===== config.mk =====
export PLATFORM = sky130hd
export DESIGN_NAME = picc_ram
export DESIGN_NICKNAME = d
export VERILOG_FILES = /design/src/design/picc_ram.sv
export SDC_FILE = /design/constraint.sdc
export NUM_CORES = 1
export LEC_CHECK = 0
export BUFFER_PORTS_ARGS = -buffer_cell sky130_fd_sc_hd__buf_2
export CAP_MARGIN = 10
export CORE_AREA = 2 2 114 116
export CTS_BUF_LIST = sky130_fd_sc_hd__clkbuf_4 sky130_fd_sc_hd__clkbuf_8
export DETAILED_ROUTE_END_ITERATION = 10
export DIE_AREA = 0 0 116 118
export PLACE_DENSITY = 0.6
export SLEW_MARGIN = 0
export SYNTH_ARGS = -nofsm -noshare
export SYNTH_HDL_FRONTEND = slang
export SYNTH_SLANG_ARGS = --single-unit

===== constraint.sdc =====
create_clock -name clk -period 2.3 [get_ports clk]
set_clock_uncertainty 0.15 [all_clocks]
set_input_delay 0.46 -clock clk [delete_from_list [all_inputs] [get_ports clk]]
set_output_delay 0.46 -clock clk [all_outputs]
set_load 0.05 [all_outputs]

===== src/design/picc_ram.sv =====
module picc_ram #(
	parameter int WIDTH = 8,
	parameter int DEPTH = 16
) (
	input  logic                                    clk,
	input  logic                                    we,
	input  logic [(DEPTH > 1 ? $clog2(DEPTH) : 1)-1:0] waddr,
	input  logic [WIDTH-1:0]                        wdata,
	input  logic [(DEPTH > 1 ? $clog2(DEPTH) : 1)-1:0] raddr,
	output logic [WIDTH-1:0]                        rdata
);

	logic [WIDTH-1:0] mem_q [DEPTH];

	always_ff @(posedge clk) begin
		if (we) begin
			mem_q[waddr] <= wdata;
		end
		rdata <= mem_q[raddr];
	end

endmodule


# --- Word level (Yosys, flattened, before mapping) ---
# Memory sizes are Yosys's and may differ from the RTL's. A register that Yosys moved wholly into a read port is not among the register bits.
# Cells that the tools add are included.
op_classes:
  n_mux: 2
op_table:
  columns: ["operator", "count"]
  rows:
  - ["$mux 1", 2]
totals:
  reg_bits: 0
  ramBits: 128
  input_bits: 18
  out_inout_bits: 8
  wordCells: 3
  memories: 1
memory_table:
  columns: ["memory", "depth", "width", "rd", "rd_clocked_by_memory_dff", "wr", "line", "text"]
  rows:
  - ["mem_q", 16, 8, 1, 1, 1, "13", "logic [WIDTH-1:0] mem_q [DEPTH];"]

# --- Depth between registers and ports, before layout ---
logic_depth:
  ltp_word: 2
  depth_mapped: 5
  ltp_nobuf: 3

# --- Least setup slack after synthesis ---
# Ideal clock, no wire load.
synth_timing:
  path_kind: "input port to flip-flop"
  startpoint: "input waddr[2] (netlist bit)"
  endpoint: "memory mem_q[0][0], enable pin"
  setup_time_ns: 0.383
  arrival_ns: 1.570
  required_time_ns: 1.767
  slack_ns: 0.197
  stages: 2
  path_buffers: 0
  cell_sequence: "or3b_2 -> nor3_1"
synth_lines:
  columns: ["item", "line", "text"]
  rows:
  - ["start, declared", "7", "input logic [(DEPTH > 1 ? $clog2(DEPTH) : 1)-1:0] waddr,"]
  - ["end, declared", "13", null]
# Straight into the memory's write port.

# --- Final worst setup path ---
layout_timing:
  startpoint: "register rdata[6] (read register of mem_q)"
  endpoint: "output rdata[6]"
layout_lines:
  columns: ["item", "line", "text"]
  rows:
  - ["start, declared", "10", "output logic [WIDTH-1:0] rdata"]
# No word-level cell between the ends.

==> results.sh <==
export IMPL_yosys_warn_count=0
export IMPL_part_of_the_cycle_the_worst_path_needs_pct=72.62
export IMPL_max_freq_mhz=598.7
export IMPL_cts_sinks=136
export IMPL_drt_drc_violations_left=0
export IMPL_floorplan_initialDensity_pct=41.46
export IMPL_cts_clk_slew_worst_paths_ns=0.08
export IMPL_synth_cells_most_frequent="sky130_fd_sc_hd__edfxtp_1 (128), sky130_fd_sc_hd__mux4_2 (18), sky130_fd_sc_hd__a22oi_1 (16), sky130_fd_sc_hd__mux4_1 (14), sky130_fd_sc_hd__nor2_1 (13)"
export IMPL_first_global_vias=2577
export IMPL_slowest_stage="sky130_fd_sc_hd__dfxtp_1"
export IMPL_p_per_area_nw_per_um2=813.4
export IMPL_rrSetupSlack_ns=0.80
export IMPL_clock_buffer_count_from_cts=17
export IMPL_endpoint_of_the_lowest_slack_register_to_register_path="rdata[3]$_DFF_P_"
export IMPL_drv_cap=0
export IMPL_post_synth_top_area_fraction_pct=74.67
export IMPL_drt_wirelength_per_cell_um=20.59
export IMPL_drt_pass1_iter_count=5
export IMPL_worstPathBufferInverterCount=1
export IMPL_grt_first_pass_wirelength_um=15120
export IMPL_setup_worst_path_end_class="primary output"
export IMPL_synth_seq_area_share_pct=77.78
export IMPL_postSynthCellCount=229
export IMPL_run_status="complete, no violations"
export IMPL_ys_flop_type="sky130_fd_sc_hd__edfxtp_1"
export IMPL_detail_route_vias_per_cell=5.040
export IMPL_grt_setup_unrepaired="no"
export IMPL_diodes=0
export IMPL_chip_width_um=116
export IMPL_track_usage_pct=15.85
export IMPL_ios=26
export IMPL_synth_area_per_cell_um2=22.48
export IMPL_place_ws_ns=0.2495
export IMPL_worstReg2RegStart="mem_q[9][3]$_DFFE_PP_"
export IMPL_yosys_register_bits=136
export IMPL_synth_edff_count=128
export IMPL_finalWorstPathRequiredPeriod_ns=1.670
export IMPL_routabilityCongestion=0.7030
export IMPL_final_hold_violation_count=0
export IMPL_grt_start_max_net_pins=18
export IMPL_timing_worst_slew_pin_value_ns=0.4336
export IMPL_timing_critical_path_from_type="flip-flop"
export IMPL_post_cts_resized_instances=0
export IMPL_timing_final_ws_setup_ns=0.6298
export IMPL_layout_drive_gt1_share_pct=32.57
export IMPL_worstSetupPathType="reg -> out"
export IMPL_syn_to_final_growth_pct=16.92
export IMPL_yosys_top_cells_area="sky130_fd_sc_hd__edfxtp_1 (75%), sky130_fd_sc_hd__mux4_2 (7.9%), sky130_fd_sc_hd__mux4_1 (7.1%)"
export IMPL_worst_path_stages=1
export IMPL_standard_cell_core_area_um2=12410
export IMPL_reg2regPathDepth=3
export IMPL_layout_filler_cells=1048
export IMPL_hold_slack_ns=0.2684
export IMPL_critical_path_arrival_ns=1.06
export IMPL_ctsHtreeMaxLevel=4
export IMPL_clk_latency_ns=0.42
export IMPL_synth_top_cell_by_area="sky130_fd_sc_hd__edfxtp_1"
export IMPL_path_delay_family="flip-flops"
export IMPL_hold_path_class="in -> reg"
export IMPL_clock_tree_buffer_depth=2
export IMPL_cts_hold_buffers=0
export IMPL_async_reset_ff_share_pct=0
export IMPL_path_cells="buf_2"
export IMPL_totalNegativeSetupSlack_ns=0
export IMPL_post_cts_repair_setup_buffers=0
export IMPL_crit_path_max_incr_delay_ns=0.36
export IMPL_setup_worst_path_end="rdata[6]"
export IMPL_power_ir_vdd_worst_uv=309.6
export IMPL_antenna_found_initial=0
export IMPL_route_vias_total=2399
export IMPL_clock_tree_from_tritoncts="yes"
export IMPL_detailedPlacementHpwl_um=6483
export IMPL_dr_first_iter_drc_count=236
export IMPL_ant_nets=0
export IMPL_buffer_ports_inserted=25
export IMPL_report_final_setup_viol=0
export IMPL_route_final_wire_length_um=9802
export IMPL_syn_nets=247
export IMPL_finalMaxSlewViolations=0
export IMPL_finalNetCount=309
export IMPL_site_row_count=41
export IMPL_yosysMostFrequentCell="sky130_fd_sc_hd__edfxtp_1"
export IMPL_synth_cell_type_count=19
export IMPL_die_span_in_y_um=118
export IMPL_required_ns=1.69
export IMPL_syn_cell_area_um2=5147
export IMPL_grt_overflow=0
export IMPL_design_die_area_um2=13690
export IMPL_holdCritStartpoint="wdata[3]"
export IMPL_leakagePower_nw=2.028
export IMPL_crit_fanout=1
export IMPL_setup_worst_path_start="rdata[6]$_DFF_P_"
export IMPL_cts_root_buf="sky130_fd_sc_hd__clkbuf_8"
export IMPL_slew_headroom_pct=71.09
cell families after synthesis:
family | share of synthesized area (%)
AO/OA/AOI/OAI | 2.334
buffers and inverters | 1.677
AND/OR/NAND/NOR | 3.184
multiplexers | 15.02
flip-flops | 77.78
where the power goes:
part	internal, mW	total (mW)	switching [mW]	leakage, nW
clock	0.940	1.79	0.853	0.171
combinational	0.119	0.319	0.200	0.632
sequential	2.77	2.78	0.0152	1.22
total	3.83	4.90	1.07	2.03
worst min path at each step:
stage | endpoint | slack (ns) | cells after the start
2_1_floorplan | mem_q[0][0]$_DFFE_PP_ | 0.41 | 0
3_3_place_gp | rdata[5]$_DFF_P_ | 0.51 | 3
3_5_place_dp | rdata[5]$_DFF_P_ | 0.51 | 3
4_1_cts | mem_q[14][0]$_DFFE_PP_ | 0.25 | 1
5_1_grt | mem_q[14][0]$_DFFE_PP_ | 0.24 | 1
6_report | mem_q[15][3]$_DFFE_PP_ | 0.27 | 1
cells in the final DEF, fill, tap and decap left out:
cell type | netlist | final
sky130_fd_sc_hd__nand3_1 | 1 | 1
sky130_fd_sc_hd__edfxtp_1 | 128 | 128
sky130_fd_sc_hd__dfxtp_1 | 8 | 8
sky130_fd_sc_hd__nand3b_1 | 2 | 2
sky130_fd_sc_hd__clkbuf_8 | 0 | 17
sky130_fd_sc_hd__clkinv_2 | 0 | 2
sky130_fd_sc_hd__nand2_1 | 9 | 9
sky130_fd_sc_hd__nor3_1 | 4 | 4
sky130_fd_sc_hd__mux4_2 | 18 | 18
sky130_fd_sc_hd__a22oi_1 | 16 | 16
sky130_fd_sc_hd__nor2_1 | 13 | 13
sky130_fd_sc_hd__bufinv_16 | 0 | 2
sky130_fd_sc_hd__and2_1 | 1 | 1
sky130_fd_sc_hd__mux4_1 | 14 | 14
sky130_fd_sc_hd__clkinvlp_4 | 0 | 5
sky130_fd_sc_hd__clkinv_1 | 0 | 5
sky130_fd_sc_hd__or3b_2 | 1 | 1
sky130_fd_sc_hd__nor2b_1 | 1 | 1
sky130_fd_sc_hd__inv_6 | 0 | 1
sky130_fd_sc_hd__and2b_1 | 1 | 1
sky130_fd_sc_hd__buf_4 | 1 | 25
sky130_fd_sc_hd__buf_2 | 3 | 25
sky130_fd_sc_hd__buf_12 | 0 | 3
sky130_fd_sc_hd__nand2b_1 | 2 | 2
state kept, by name, indices dropped and copies added (netlist names):
| signal | count |
|---|---|
| rdata | 8 |
| mem_q | 128 |
metrics by stage:
stage	utilization (%)	power, mW	std cells	cell area, um2
after floorplan	-	3.033	229	5147
after global placement	45.50	3.158	444	5649
after detailed placement	45.50	3.164	444	5649
after CTS	48.48	4.938	476	6018
after global routing	48.48	5.087	476	6018
final	48.48	4.895	476	6018
layer usage:
metal  wire, um  track usage [%]  vias to the layer above
li1           -                -                     1095
met1       4358            21.49                     1239
met2       4884            24.45                       61
met3        473            4.892                        4
met4         86            5.432                        0
met5          0                0                        -
area by class of cell:
cell class	count	area [um2]	share of cell area, %
clock inverters	15	135.1	2.245
multi-input cells	83	1057	17.57
clock buffers	17	234.0	3.888
flip-flops and latches	136	4004	66.53
well taps	172	215.2	3.576
repair buffers	53	372.9	6.195
No activity file was read; power rests on OpenSTA's default activity.
